**config.mk**
```make
export PLATFORM = sky130hd
export DESIGN_NAME = circular_scroll_gesture_unit
export DESIGN_NICKNAME = d
export VERILOG_FILES = /design/src/sv/csg_pkg.sv /design/src/sv/circular_scroll_gesture_unit.sv /design/src/sv/csg_front.sv /design/src/sv/csg_back.sv
export SDC_FILE = /design/constraint.sdc
export NUM_CORES = 2
export LEC_CHECK = 0
export BUFFER_PORTS_ARGS = -buffer_cell sky130_fd_sc_hd__clkbuf_2
export CAP_MARGIN = 20
export CORE_UTILIZATION = 55
export CTS_CLUSTER_DIAMETER = 120
export CTS_CLUSTER_SIZE = 14
export DETAILED_ROUTE_END_ITERATION = 10
export PLACE_DENSITY = 0.75
export SLEW_MARGIN = 40
export SYNTH_ARGS = -nofsm -noshare
export SYNTH_HDL_FRONTEND = slang
export SYNTH_SLANG_ARGS = --single-unit
export TNS_END_PERCENT = 1
```
**constraint.sdc**
```tcl
create_clock -name clock -period 12.3 [get_ports clock]
set_clock_uncertainty 0.1 [all_clocks]
set_input_delay 2.46 -clock clock [delete_from_list [all_inputs] [get_ports clock]]
set_output_delay 2.46 -clock clock [all_outputs]
set_load 0.03 [all_outputs]
```
**src/sv/csg_pkg.sv**
```systemverilog
// Shared types, codes and constants of the circular scroll gesture unit.
// No dependencies; every other file of the block imports this package.
package csg_pkg;

   // Input opcodes
   localparam logic [2:0] OP_BUTTON    = 3'd0;
   localparam logic [2:0] OP_ABS_X     = 3'd1;
   localparam logic [2:0] OP_ABS_Y     = 3'd2;
   localparam logic [2:0] OP_ABS_OTHER = 3'd3;
   localparam logic [2:0] OP_OTHER     = 3'd4;

   // Register indexes of the write port
   localparam logic [2:0] REG_CENTER_X    = 3'd0;
   localparam logic [2:0] REG_CENTER_Y    = 3'd1;
   localparam logic [2:0] REG_RIM_RADIUS  = 3'd2;
   localparam logic [2:0] REG_VOLUME_STEP = 3'd3;
   localparam logic [2:0] REG_PAGE_STEP   = 3'd4;
   localparam logic [2:0] REG_ZOOM_STEP   = 3'd5;

   // Register widths and reset values
   localparam int CSR_DATA_BITS     = 17;
   localparam int STEP_BITS         = 17;
   localparam int RESET_CENTER      = 1024;
   localparam int RESET_RIM_RADIUS  = 896;
   localparam int RESET_VOLUME_STEP = 5461;
   localparam int RESET_PAGE_STEP   = 10923;
   localparam int RESET_ZOOM_STEP   = 65536;

   // Arctangent table: 2^32 is a full turn
   localparam int ATAN_IDX_BITS = 5;
   localparam int ANGLE_FRAC    = 32;

   // Command that the front end hands to the back end
   typedef enum logic [2:0] {
      CMD_RELEASE,
      CMD_PASS,
      CMD_SET_X,
      CMD_SET_Y,
      CMD_AXIS
   } csg_cmd_type;

   typedef struct packed {
      csg_cmd_type cmd;
      logic        fn_layer;
   } csg_ctl_type;

   typedef enum logic [2:0] {
      GEST_NONE      = 3'd0,
      GEST_ZOOM_IN   = 3'd1,
      GEST_ZOOM_OUT  = 3'd2,
      GEST_VOL_UP    = 3'd3,
      GEST_VOL_DOWN  = 3'd4,
      GEST_PAGE_BACK = 3'd5,
      GEST_PAGE_FWD  = 3'd6
   } csg_gesture_type;

   typedef enum logic [3:0] {
      ST_IDLE,
      ST_DELTA,
      ST_SQ_X,
      ST_SQ_Y,
      ST_SQ_R,
      ST_COMPARE,
      ST_CORDIC,
      ST_ACCUM,
      ST_THRESH,
      ST_RESULT
   } csg_state_type;

   // atan(2^-i) in 2^32-per-turn units
   function automatic logic [31:0] csg_atan(input logic [ATAN_IDX_BITS-1:0] idx);
      logic [31:0] val;
      case (idx)
         5'd0:    val = 32'h2000_0000;
         5'd1:    val = 32'h12E4_051E;
         5'd2:    val = 32'h09FB_385B;
         5'd3:    val = 32'h0511_11D4;
         5'd4:    val = 32'h028B_0D43;
         5'd5:    val = 32'h0145_D7E1;
         5'd6:    val = 32'h00A2_F61E;
         5'd7:    val = 32'h0051_7C55;
         5'd8:    val = 32'h0028_BE53;
         5'd9:    val = 32'h0014_5F2F;
         5'd10:   val = 32'h000A_2F98;
         5'd11:   val = 32'h0005_17CC;
         5'd12:   val = 32'h0002_8BE6;
         5'd13:   val = 32'h0001_45F3;
         5'd14:   val = 32'h0000_A2FA;
         5'd15:   val = 32'h0000_517D;
         5'd16:   val = 32'h0000_28BE;
         5'd17:   val = 32'h0000_145F;
         5'd18:   val = 32'h0000_0A30;
         5'd19:   val = 32'h0000_0518;
         5'd20:   val = 32'h0000_028C;
         5'd21:   val = 32'h0000_0146;
         5'd22:   val = 32'h0000_00A3;
         5'd23:   val = 32'h0000_0051;
         default: val = 32'h0000_0000;
      endcase
      return val;
   endfunction

endpackage

```
**src/sv/circular_scroll_gesture_unit.sv**
```systemverilog
// Button and non-axis events go from the queue straight to the result state; axis events
// pass delta, squaring and rim compare; rim events then run the iterative CORDIC,
// the accumulate and, but for a first point, the threshold state. The back end takes a
// new event once the last leaves the result state; a two-entry queue buffers meanwhile.
// Reset (synchronous): registers to their defaults, gesture state cleared, queue empty.
module circular_scroll_gesture_unit #(
   parameter int COORD_BITS   = 12,
   parameter int ANGLE_BITS   = 16,
   parameter int CORDIC_STEPS = 16
) (
   input  logic                               clock,
   input  logic                               reset,
   input  logic                               req_valid,
   output logic                               req_ready,
   input  logic [2:0]                         req_opcode,
   input  logic [COORD_BITS-1:0]              req_value,
   input  logic                               req_fn_active,
   output logic                               rsp_valid,
   input  logic                               rsp_ready,
   output logic [2:0]                         rsp_gesture,
   output logic                               rsp_consumed,
   input  logic                               csr_we,
   input  logic [2:0]                         csr_index,
   input  logic [csg_pkg::CSR_DATA_BITS-1:0]  csr_wdata
);
   import csg_pkg::*;

   logic [COORD_BITS-1:0]  center_x_ff, center_x_in;
   logic [COORD_BITS-1:0]  center_y_ff, center_y_in;
   logic [COORD_BITS-1:0]  rim_radius_ff, rim_radius_in;
   logic [STEP_BITS-1:0]   volume_step_ff, volume_step_in;
   logic [STEP_BITS-1:0]   page_step_ff, page_step_in;
   logic [STEP_BITS-1:0]   zoom_step_ff, zoom_step_in;
   logic                   q_valid;
   logic                   q_ready;
   csg_ctl_type            q_ctl;
   logic [COORD_BITS-1:0]  q_value;

   // Decode register writes
   always_comb begin
      center_x_in    = center_x_ff;
      center_y_in    = center_y_ff;
      rim_radius_in  = rim_radius_ff;
      volume_step_in = volume_step_ff;
      page_step_in   = page_step_ff;
      zoom_step_in   = zoom_step_ff;
      if (csr_we) begin
         case (csr_index)
            REG_CENTER_X:    center_x_in    = csr_wdata[COORD_BITS-1:0];
            REG_CENTER_Y:    center_y_in    = csr_wdata[COORD_BITS-1:0];
            REG_RIM_RADIUS:  rim_radius_in  = csr_wdata[COORD_BITS-1:0];
            REG_VOLUME_STEP: volume_step_in = csr_wdata[STEP_BITS-1:0];
            REG_PAGE_STEP:   page_step_in   = csr_wdata[STEP_BITS-1:0];
            REG_ZOOM_STEP:   zoom_step_in   = csr_wdata[STEP_BITS-1:0];
            default: ;
         endcase
      end
   end

   always_ff @(posedge clock) begin
      if (reset) begin
         center_x_ff    <= COORD_BITS'(RESET_CENTER);
         center_y_ff    <= COORD_BITS'(RESET_CENTER);
         rim_radius_ff  <= COORD_BITS'(RESET_RIM_RADIUS);
         volume_step_ff <= STEP_BITS'(RESET_VOLUME_STEP);
         page_step_ff   <= STEP_BITS'(RESET_PAGE_STEP);
         zoom_step_ff   <= STEP_BITS'(RESET_ZOOM_STEP);
      end else begin
         center_x_ff    <= center_x_in;
         center_y_ff    <= center_y_in;
         rim_radius_ff  <= rim_radius_in;
         volume_step_ff <= volume_step_in;
         page_step_ff   <= page_step_in;
         zoom_step_ff   <= zoom_step_in;
      end
   end

   // Accept and classify
   csg_front #(
      .COORD_BITS (COORD_BITS)
   ) u_front (
      .clock         (clock),
      .reset         (reset),
      .req_valid     (req_valid),
      .req_ready     (req_ready),
      .req_opcode    (req_opcode),
      .req_value     (req_value),
      .req_fn_active (req_fn_active),
      .q_valid       (q_valid),
      .q_ready       (q_ready),
      .q_ctl         (q_ctl),
      .q_value       (q_value)
   );

   // Angle, rotation sum and gesture decode
   csg_back #(
      .COORD_BITS   (COORD_BITS),
      .ANGLE_BITS   (ANGLE_BITS),
      .CORDIC_STEPS (CORDIC_STEPS)
   ) u_back (
      .clock        (clock),
      .reset        (reset),
      .q_valid      (q_valid),
      .q_ready      (q_ready),
      .q_ctl        (q_ctl),
      .q_value      (q_value),
      .center_x     (center_x_ff),
      .center_y     (center_y_ff),
      .rim_radius   (rim_radius_ff),
      .volume_step  (volume_step_ff),
      .page_step    (page_step_ff),
      .zoom_step    (zoom_step_ff),
      .rsp_valid    (rsp_valid),
      .rsp_ready    (rsp_ready),
      .rsp_gesture  (rsp_gesture),
      .rsp_consumed (rsp_consumed)
   );

endmodule

```
**src/sv/csg_front.sv**
```systemverilog
// Front end: accepts touchpad events, classifies them and queues them.
// Depends on csg_pkg for the opcode codes and the command struct.
module csg_front #(
   parameter int COORD_BITS = 12
) (
   input  logic                   clock,
   input  logic                   reset,
   input  logic                   req_valid,
   output logic                   req_ready,
   input  logic [2:0]             req_opcode,
   input  logic [COORD_BITS-1:0]  req_value,
   input  logic                   req_fn_active,
   output logic                   q_valid,
   input  logic                   q_ready,
   output csg_pkg::csg_ctl_type   q_ctl,
   output logic [COORD_BITS-1:0]  q_value
);
   import csg_pkg::*;

   localparam int DEPTH = 2;

   csg_ctl_type            ctl_mem [DEPTH];
   logic [COORD_BITS-1:0]  value_mem [DEPTH];
   logic                   wr_ptr_ff, wr_ptr_in;
   logic                   rd_ptr_ff, rd_ptr_in;
   logic [1:0]             count_ff, count_in;
   csg_ctl_type            ctl_new;
   logic                   push;
   logic                   pop;

   // Classify the event
   always_comb begin
      ctl_new.fn_layer = req_fn_active;
      case (req_opcode)
         OP_BUTTON:    ctl_new.cmd = (req_value == '0) ? CMD_RELEASE : CMD_PASS;
         OP_ABS_X:     ctl_new.cmd = CMD_SET_X;
         OP_ABS_Y:     ctl_new.cmd = CMD_SET_Y;
         OP_ABS_OTHER: ctl_new.cmd = CMD_AXIS;
         default:      ctl_new.cmd = CMD_PASS;
      endcase
   end

   // Queue control
   assign req_ready = (count_ff != 2'(DEPTH));
   assign q_valid   = (count_ff != 2'd0);
   assign push      = req_valid & req_ready;
   assign pop       = q_valid & q_ready;
   assign q_ctl     = ctl_mem[rd_ptr_ff];
   assign q_value   = value_mem[rd_ptr_ff];

   always_comb begin
      wr_ptr_in = push ? ~wr_ptr_ff : wr_ptr_ff;
      rd_ptr_in = pop ? ~rd_ptr_ff : rd_ptr_ff;
      count_in  = count_ff + 2'(push) - 2'(pop);
   end

   always_ff @(posedge clock) begin
      if (reset) begin
         wr_ptr_ff <= 1'b0;
         rd_ptr_ff <= 1'b0;
         count_ff  <= 2'd0;
      end else begin
         wr_ptr_ff <= wr_ptr_in;
         rd_ptr_ff <= rd_ptr_in;
         count_ff  <= count_in;
      end
   end

   // Store the classified item
   always_ff @(posedge clock) begin
      if (push) begin
         ctl_mem[wr_ptr_ff]   <= ctl_new;
         value_mem[wr_ptr_ff] <= req_value;
      end
   end

endmodule

```
**src/sv/csg_back.sv**
```systemverilog
// Back end: rim test, iterative CORDIC angle, rotation sum and gesture decode.
// Depends on csg_pkg for the command, gesture and state types and the atan table.
module csg_back #(
   parameter int COORD_BITS   = 12,
   parameter int ANGLE_BITS   = 16,
   parameter int CORDIC_STEPS = 16
) (
   input  logic                            clock,
   input  logic                            reset,
   input  logic                            q_valid,
   output logic                            q_ready,
   input  csg_pkg::csg_ctl_type            q_ctl,
   input  logic [COORD_BITS-1:0]           q_value,
   input  logic [COORD_BITS-1:0]           center_x,
   input  logic [COORD_BITS-1:0]           center_y,
   input  logic [COORD_BITS-1:0]           rim_radius,
   input  logic [csg_pkg::STEP_BITS-1:0]   volume_step,
   input  logic [csg_pkg::STEP_BITS-1:0]   page_step,
   input  logic [csg_pkg::STEP_BITS-1:0]   zoom_step,
   output logic                            rsp_valid,
   input  logic                            rsp_ready,
   output logic [2:0]                      rsp_gesture,
   output logic                            rsp_consumed
);
   import csg_pkg::*;

   localparam int DW   = COORD_BITS + 1;
   localparam int SQW  = 2 * COORD_BITS;
   localparam int XW   = COORD_BITS + 12;
   localparam int IW   = $clog2(CORDIC_STEPS);
   localparam int SB   = ANGLE_BITS + 4;
   localparam int DLW  = ANGLE_BITS + 2;
   localparam int LS   = (ANGLE_BITS < 16) ? 16 - ANGLE_BITS : 0;
   localparam int RS   = (ANGLE_BITS > 16) ? ANGLE_BITS - 16 : 0;
   localparam int TW   = ((SB + LS > STEP_BITS + 1 + RS) ? SB + LS : STEP_BITS + 1 + RS) + 1;
   localparam logic [IW-1:0]  ITER_LAST = IW'(CORDIC_STEPS - 1);
   localparam logic [31:0]    ROUND     = 32'(1) << (ANGLE_FRAC - 1 - ANGLE_BITS);
   localparam logic [31:0]    HALF_TURN = 32'h8000_0000;
   localparam logic signed [DLW-1:0] D_HALF = DLW'(1) << (ANGLE_BITS - 1);
   localparam logic signed [DLW-1:0] D_FULL = DLW'(1) << ANGLE_BITS;
   localparam logic signed [SB-1:0]  SUM_MAX = {1'b0, {(SB-1){1'b1}}};
   localparam logic signed [SB-1:0]  SUM_MIN = {1'b1, {(SB-1){1'b0}}};

   csg_state_type                 state_ff, state_in;
   logic [COORD_BITS-1:0]         pos_x_ff, pos_x_in;
   logic [COORD_BITS-1:0]         pos_y_ff, pos_y_in;
   logic [ANGLE_BITS-1:0]         prev_angle_ff, prev_angle_in;
   logic signed [SB-1:0]          sum_ff, sum_in;
   logic                          first_touch_ff, first_touch_in;
   logic                          fn_ff, fn_in;
   logic signed [DW-1:0]          dx_ff, dx_in;
   logic signed [DW-1:0]          dy_ff, dy_in;
   logic [SQW:0]                  acc_ff, acc_in;
   logic [SQW-1:0]                rr_ff, rr_in;
   logic signed [XW-1:0]          x_ff, x_in;
   logic signed [XW-1:0]          y_ff, y_in;
   logic [31:0]                   z_ff, z_in;
   logic [IW-1:0]                 iter_ff, iter_in;
   logic signed [SB-1:0]          pend_sum_ff, pend_sum_in;
   csg_gesture_type               gest_ff, gest_in;
   logic                          cons_ff, cons_in;
   logic                          rsp_valid_ff, rsp_valid_in;
   csg_gesture_type               rsp_gesture_ff, rsp_gesture_in;
   logic                          rsp_consumed_ff, rsp_consumed_in;

   logic [DW-1:0]                 mag_x_w;
   logic [DW-1:0]                 mag_y_w;
   logic [COORD_BITS-1:0]         mul_a;
   logic [SQW-1:0]                prod;
   logic                          below_rim;
   logic                          pop;
   logic                          out_free;
   logic signed [XW-1:0]          x_ext;
   logic signed [XW-1:0]          y_ext;
   logic signed [XW-1:0]          xs;
   logic signed [XW-1:0]          ys;
   logic [31:0]                   atan_val;
   logic [31:0]                   z_round;
   logic [ANGLE_BITS-1:0]         cur_angle;
   logic signed [DLW-1:0]         d_raw;
   logic signed [DLW-1:0]         d_wrap;
   logic signed [SB:0]            sum_wide;
   logic signed [SB-1:0]          sum_sat;
   logic [STEP_BITS-1:0]          step_sel;
   logic [STEP_BITS-1:0]          step_eff;
   logic signed [TW-1:0]          lhs;
   logic signed [TW-1:0]          rhs;
   logic                          hit_pos;
   logic                          hit_neg;
   csg_gesture_type               gest_hit;

   // Handshake helpers
   assign q_ready  = (state_ff == ST_IDLE);
   assign pop      = q_valid & q_ready;
   assign out_free = ~rsp_valid_ff | rsp_ready;

   // Shared squarer: |dx|, |dy|, then the rim radius
   assign mag_x_w = dx_ff[DW-1] ? DW'(-dx_ff) : DW'(dx_ff);
   assign mag_y_w = dy_ff[DW-1] ? DW'(-dy_ff) : DW'(dy_ff);

   always_comb begin
      case (state_ff)
         ST_SQ_X: mul_a = mag_x_w[COORD_BITS-1:0];
         ST_SQ_Y: mul_a = mag_y_w[COORD_BITS-1:0];
         default: mul_a = rim_radius;
      endcase
   end

   assign prod      = mul_a * mul_a;
   assign below_rim = (acc_ff < {1'b0, rr_ff});

   // CORDIC rotation step
   assign x_ext    = XW'(dx_ff);
   assign y_ext    = XW'(dy_ff);
   assign xs       = x_ff >>> iter_ff;
   assign ys       = y_ff >>> iter_ff;
   assign atan_val = csg_atan(ATAN_IDX_BITS'(iter_ff));

   // Round the angle, wrap the change and saturate the sum
   assign z_round   = z_ff + ROUND;
   assign cur_angle = z_round[31 -: ANGLE_BITS];
   assign d_raw     = $signed({2'b00, cur_angle}) - $signed({2'b00, prev_angle_ff});

   always_comb begin
      if (d_raw > D_HALF) begin
         d_wrap = d_raw - D_FULL;
      end else if (d_raw < -D_HALF) begin
         d_wrap = d_raw + D_FULL;
      end else begin
         d_wrap = d_raw;
      end
   end

   assign sum_wide = (SB+1)'(sum_ff) + (SB+1)'(d_wrap);

   always_comb begin
      if (sum_wide[SB] != sum_wide[SB-1]) begin
         sum_sat = sum_wide[SB] ? SUM_MIN : SUM_MAX;
      end else begin
         sum_sat = sum_wide[SB-1:0];
      end
   end

   // Threshold compare by cross-scaling
   always_comb begin
      if (fn_ff) begin
         step_sel = zoom_step;
      end else if (!prev_angle_ff[ANGLE_BITS-1]) begin
         step_sel = volume_step;
      end else begin
         step_sel = page_step;
      end
   end

   assign step_eff = (step_sel == '0) ? STEP_BITS'(1) : step_sel;
   assign lhs      = TW'(pend_sum_ff) <<< LS;
   assign rhs      = $signed(TW'(step_eff) << RS);
   assign hit_pos  = (lhs >= rhs);
   assign hit_neg  = (lhs <= -rhs);

   always_comb begin
      gest_hit = GEST_NONE;
      if (fn_ff) begin
         if (hit_pos) begin
            gest_hit = GEST_ZOOM_IN;
         end else if (hit_neg) begin
            gest_hit = GEST_ZOOM_OUT;
         end
      end else if (!prev_angle_ff[ANGLE_BITS-1]) begin
         if (hit_pos) begin
            gest_hit = GEST_VOL_UP;
         end else if (hit_neg) begin
            gest_hit = GEST_VOL_DOWN;
         end
      end else begin
         if (hit_pos) begin
            gest_hit = GEST_PAGE_BACK;
         end else if (hit_neg) begin
            gest_hit = GEST_PAGE_FWD;
         end
      end
   end

   // Next state
   always_comb begin
      state_in = state_ff;
      case (state_ff)
         ST_IDLE: begin
            if (q_valid) begin
               if (q_ctl.cmd inside {CMD_SET_X, CMD_SET_Y, CMD_AXIS}) begin
                  state_in = ST_DELTA;
               end else begin
                  state_in = ST_RESULT;
               end
            end
         end
         ST_DELTA:   state_in = ST_SQ_X;
         ST_SQ_X:    state_in = ST_SQ_Y;
         ST_SQ_Y:    state_in = ST_SQ_R;
         ST_SQ_R:    state_in = ST_COMPARE;
         ST_COMPARE: state_in = below_rim ? ST_RESULT : ST_CORDIC;
         ST_CORDIC: begin
            if (iter_ff == ITER_LAST) begin
               state_in = ST_ACCUM;
            end
         end
         ST_ACCUM:   state_in = first_touch_ff ? ST_RESULT : ST_THRESH;
         ST_THRESH:  state_in = ST_RESULT;
         ST_RESULT: begin
            if (out_free) begin
               state_in = ST_IDLE;
            end
         end
         default:    state_in = ST_IDLE;
      endcase
   end

   // Datapath and gesture state
   always_comb begin
      pos_x_in       = pos_x_ff;
      pos_y_in       = pos_y_ff;
      prev_angle_in  = prev_angle_ff;
      sum_in         = sum_ff;
      first_touch_in = first_touch_ff;
      fn_in          = fn_ff;
      dx_in          = dx_ff;
      dy_in          = dy_ff;
      acc_in         = acc_ff;
      rr_in          = rr_ff;
      x_in           = x_ff;
      y_in           = y_ff;
      z_in           = z_ff;
      iter_in        = iter_ff;
      pend_sum_in    = pend_sum_ff;
      gest_in        = gest_ff;
      cons_in        = cons_ff;
      case (state_ff)
         ST_IDLE: begin
            if (q_valid) begin
               fn_in   = q_ctl.fn_layer;
               gest_in = GEST_NONE;
               cons_in = 1'b0;
               case (q_ctl.cmd)
                  CMD_RELEASE: begin
                     first_touch_in = 1'b1;
                     sum_in         = '0;
                  end
                  CMD_SET_X: pos_x_in = q_value;
                  CMD_SET_Y: pos_y_in = q_value;
                  default: ;
               endcase
            end
         end
         ST_DELTA: begin
            dx_in = $signed({1'b0, pos_x_ff}) - $signed({1'b0, center_x});
            dy_in = $signed({1'b0, pos_y_ff}) - $signed({1'b0, center_y});
         end
         ST_SQ_X: acc_in = {1'b0, prod};
         ST_SQ_Y: acc_in = acc_ff + {1'b0, prod};
         ST_SQ_R: rr_in  = prod;
         ST_COMPARE: begin
            if (below_rim) begin
               first_touch_in = 1'b1;
               sum_in         = '0;
            end else begin
               // Turn points left of the center by half a turn
               if (dx_ff[DW-1]) begin
                  x_in = (-x_ext) <<< 8;
                  y_in = (-y_ext) <<< 8;
                  z_in = HALF_TURN;
               end else begin
                  x_in = x_ext <<< 8;
                  y_in = y_ext <<< 8;
                  z_in = '0;
               end
               iter_in = '0;
            end
         end
         ST_CORDIC: begin
            if (!y_ff[XW-1] && y_ff != '0) begin
               x_in = x_ff + ys;
               y_in = y_ff - xs;
               z_in = z_ff + atan_val;
            end else if (y_ff[XW-1]) begin
               x_in = x_ff - ys;
               y_in = y_ff + xs;
               z_in = z_ff - atan_val;
            end
            iter_in = iter_ff + IW'(1);
         end
         ST_ACCUM: begin
            prev_angle_in = cur_angle;
            if (first_touch_ff) begin
               first_touch_in = 1'b0;
            end else begin
               pend_sum_in = sum_sat;
            end
         end
         ST_THRESH: begin
            gest_in = gest_hit;
            cons_in = 1'b1;
            sum_in  = (gest_hit != GEST_NONE) ? '0 : pend_sum_ff;
         end
         default: ;
      endcase
   end

   // Output register
   always_comb begin
      rsp_valid_in    = rsp_valid_ff;
      rsp_gesture_in  = rsp_gesture_ff;
      rsp_consumed_in = rsp_consumed_ff;
      if (state_ff == ST_RESULT && out_free) begin
         rsp_valid_in    = 1'b1;
         rsp_gesture_in  = gest_ff;
         rsp_consumed_in = cons_ff;
      end else if (rsp_ready) begin
         rsp_valid_in = 1'b0;
      end
   end

   assign rsp_valid    = rsp_valid_ff;
   assign rsp_gesture  = rsp_gesture_ff;
   assign rsp_consumed = rsp_consumed_ff;

   always_ff @(posedge clock) begin
      if (reset) begin
         state_ff       <= ST_IDLE;
         pos_x_ff       <= '0;
         pos_y_ff       <= '0;
         prev_angle_ff  <= '0;
         sum_ff         <= '0;
         first_touch_ff <= 1'b1;
         rsp_valid_ff   <= 1'b0;
      end else begin
         state_ff       <= state_in;
         pos_x_ff       <= pos_x_in;
         pos_y_ff       <= pos_y_in;
         prev_angle_ff  <= prev_angle_in;
         sum_ff         <= sum_in;
         first_touch_ff <= first_touch_in;
         rsp_valid_ff   <= rsp_valid_in;
      end
   end

   always_ff @(posedge clock) begin
      fn_ff           <= fn_in;
      dx_ff           <= dx_in;
      dy_ff           <= dy_in;
      acc_ff          <= acc_in;
      rr_ff           <= rr_in;
      x_ff            <= x_in;
      y_ff            <= y_in;
      z_ff            <= z_in;
      iter_ff         <= iter_in;
      pend_sum_ff     <= pend_sum_in;
      gest_ff         <= gest_in;
      cons_ff         <= cons_in;
      rsp_gesture_ff  <= rsp_gesture_in;
      rsp_consumed_ff <= rsp_consumed_in;
   end

   // A re-armed gesture always starts from an empty sum
   a_armed_sum_zero: assert property (@(posedge clock) disable iff (reset)
      first_touch_ff |-> (sum_ff == '0))
      else $error("rotation sum not cleared while first touch is armed");

   // Every popped item leaves idle
   a_pop_leaves_idle: assert property (@(posedge clock) disable iff (reset)
      pop |=> (state_ff != ST_IDLE))
      else $error("back end stayed idle after taking an item");

   // The last CORDIC step hands over to the accumulate step
   a_cordic_done: assert property (@(posedge clock) disable iff (reset)
      (state_ff == ST_CORDIC && iter_ff == ITER_LAST) |=> (state_ff == ST_ACCUM))
      else $error("CORDIC did not finish after its last step");

   // A finished item lands in the output register
   a_result_loaded: assert property (@(posedge clock) disable iff (reset)
      (state_ff == ST_RESULT && out_free) |=> rsp_valid_ff)
      else $error("result not loaded into the output register");

   // Only a processed rim event can carry a gesture
   a_gesture_consumed: assert property (@(posedge clock) disable iff (reset)
      (rsp_valid_ff && rsp_gesture_ff != GEST_NONE) |-> rsp_consumed_ff)
      else $error("gesture reported on an event that was not consumed");

endmodule
```
==> metrics <==
xor and xnor area share after synthesis 6.33%; max-slew violations 0; P per Cell Area 225 nW/um^2; post-route setup TNS 0 ns; antenna violations before repair 0; Total GRT Usage 26.7%; actual slew at the worst max-slew pin 0.818 ns; CTS Hold Bufs 0; Tcrit/Tclk final 78.8%; worst r2r dst u_back.acc_ff[23]$_DFFE_PN_; Max transition margin 43.9%; setup violators final 0; synthesis-to-layout area growth 5.99%; ANT cells 0; most frequent cells in the layout 420 x nand2_1, 380 x nor2_1, 320 x inv_1; clk slew on worst S/H paths 0.07 ns; Hold Path Origin u_back.gest_ff[1]$_SDFFCE_PN0P_; die area 63400 um^2; Fmax 103 MHz; count of cell types in the netlist 93; most common cell after layout, fill and taps aside nand2_1; Vias/cell 5.97; Max clock buf depth 3; Final Hold Fails 0; Clock Latency Late Sink 0.58 ns; CTS Sinks 407; via count 28600; cts bufs inserted 35; Reg2Reg Depth 33; Peak VDD IR 0.000758 V; drt drc 0; EDFF count, synth 219; initial core utilization 55.6%; Slowest-stage cell, CP mux2i_1; most used cell, CP fa_1; pin count of the biggest net entering global routing 120; DR pass1 iterations 6; postcts setup bufs 0; root buf cell clkbuf_16; Syn. warnings 0; H-tree Lvls 2; largest family of logic cells by synthesized area compound AO/OA/AOI/OAI gates; core area 61700 um^2; fin area 36400 um^2; WS Path Type reg -> reg; Post-DP Area 35400 um^2; share of cells above drive strength 1 6.56%; reg2reg start u_back.dx_ff[0]$_DFFE_PP_; Syn Area/Cell 8.65 um^2; DR iter-0 viols 2489; Worst setup SP type flop; die extent in y 252 um; Max-Cap Viols 0; post_cts resized 0; fin util 58.9%; post-synthesis sequential area ratio 30.1%; I/O Buffers 46; TritonCTS clock tree built; FP Rows 91; Worst Path Arrival 9.91 ns; wire per inst 17.8 um; min cycle time layout 9.69 ns; gpl congestion 0.934; Ports 47; outcome finished clean; crit-path max FO 8; Post-Synth Adder-Cell Area 16.7%; Min-Delay Path Class reg -> reg; final wirelength 85500 um; Simple-Gate Fraction of Synth Area 17.6%; Final Net Count 4374; Post-Synthesis Cells 3968; WHS Endpoint u_back.rsp_gesture[1]$_DFFE_PP_; CP required 12.52 ns; Leak Pwr 15.1 nW; antenna-violating nets left 0; grt total ovfl 0; Post-synth top flop edfxtp_1; hold depth 0; unrepaired setup endpoints after global routing false; Yosys reg bits 407; Async SR Flop Fraction 0%; complex-gate fraction of the synthesized area 18.2%; first-pass GRT wire length 139000 um; detailed-placement wirelength estimate 63500 um; vias in the first global route 26700; endpoint type of the worst setup path flop; Die W 252 um; proportion of synthesized area in mux cells 5.61%; crit-path max cell delay 0.69 ns; R2R setup slack 2.61 ns; Cell Area, Synth 34300 um^2
-- power by group --
part           internal (mW)  total [mW]  switching [mW]
clock network          0.540        1.08           0.540
logic                   2.06        5.19            3.13
registers               1.79        1.93           0.135
-- sequential cells by signal, summed over array words and instances, names as in the netlist, 4 cells and up, named ones only --
register / cells
u_back.prev_angle_ff: 16
u_back.pos_y_ff: 12
volume_step_ff: 17
rim_radius_ff: 12
page_step_ff: 17
u_back.rr_ff: 23
center_y_ff: 12
u_back.z_ff: 32
u_back.x_ff: 24
u_front.value_mem: 24
zoom_step_ff: 17
u_back.iter_ff: 4
u_back.acc_ff: 25
u_back.pend_sum_ff: 20
center_x_ff: 12
u_back.dx_ff: 13
u_back.pos_x_ff: 12
u_back.dy_ff: 13
u_back.state_ff: 4
u_front.ctl_mem: 8
u_back.atan_val: 30
u_back.sum_ff: 20
u_back.y_ff: 24
-- synth_stat cells, types with 88 or more instances --
cell / n / area share, %
nand2_1: 420 / 4.6
nor2_1: 384 / 4.2
inv_1: 320 / 3.5
ha_1: 315 / 11
a21oi_1: 303 / 4.4
edfxtp_1: 219 / 19
o21ai_0: 195 / 2.8
dfxtp_1: 188 / 11
xnor2_1: 163 / 4.2
clkbuf_1: 121 / 1.3
mux2i_1: 94 / 2.7
fa_1: 88 / 5.1
-- worst max-delay path, delay by kind of cell (launching register included) --
family,cells,cell delay [ns]
xor gates and xnor gates,2,0.45
and+or+nand+nor,4,1.17
AOI/OAI and AO/OA,14,2.81
adders and majority gates,7,3.27
muxes,2,0.84
buffers and inverters,4,0.39
DFF,1,0.43
-- metrics by stage --
stage          hold slack, ns  power (mW)  worst slack [ns]  instances
2_1_floorplan           0.300        5.81              3.51       3969
3_3_place_gp            0.304        6.90              2.82       4730
3_5_place_dp            0.307        7.00              2.68       4730
4_1_cts                 0.322        8.13              2.67       4788
5_1_grt                 0.329        8.88              1.97       4788
6_report                0.320        8.19              2.61       4788
-- how the worst max path moves through the flow --
stage / to / cells past startpoint / from
finish: u_back.acc_ff[23]$_DFFE_PN_ / 33 / u_back.dx_ff[0]$_DFFE_PP_
global route: u_back.acc_ff[23]$_DFFE_PN_ / 32 / u_back.state_ff[1]$_SDFFE_PP0P_
CTS: u_back.acc_ff[23]$_DFFE_PN_ / 32 / u_back.state_ff[1]$_SDFFE_PP0P_
detailed placement: u_back.acc_ff[23]$_DFFE_PN_ / 33 / u_back.dx_ff[0]$_DFFE_PP_
global placement: u_back.acc_ff[23]$_DFFE_PN_ / 33 / u_back.dx_ff[0]$_DFFE_PP_
floorplan: u_back.acc_ff[22]$_DFFE_PN_ / 32 / u_back.state_ff[1]$_SDFFE_PP0P_
-- logic make-up (layout without fill, tap and decap cells) --
group           after synthesis  count (layout)
flops                       407             407
buf+inv                     489             471
compound gates              971             971
other cells                   1               2
mux                         151             151
fa+ha+maj                   405             405
simple gates               1296            1296
xor+xnor                    248             248
-- final cells by class --
cell class | instances | area, um^2
inverters | 326 | 1220
clock inverters | 5 | 63.8
fillers | 5500 | 25300
well taps | 837 | 1050
multi-input cells | 3073 | 22200
clock buffers | 53 | 943
flip-flops and latches | 407 | 10300
repair buffers | 87 | 551
-- metal layers --
metal | GRT usage (%) | vias up | wire, um
met4 | 5.77 | 0 | 1560
met3 | 3.00 | 116 | 5800
met5 | 0 | - | 0
met1 | 39.3 | 13500 | 40400
li1 | - | 14000 | -
met2 | 42.2 | 928 | 37700
Power figures use the tool's default switching activity.
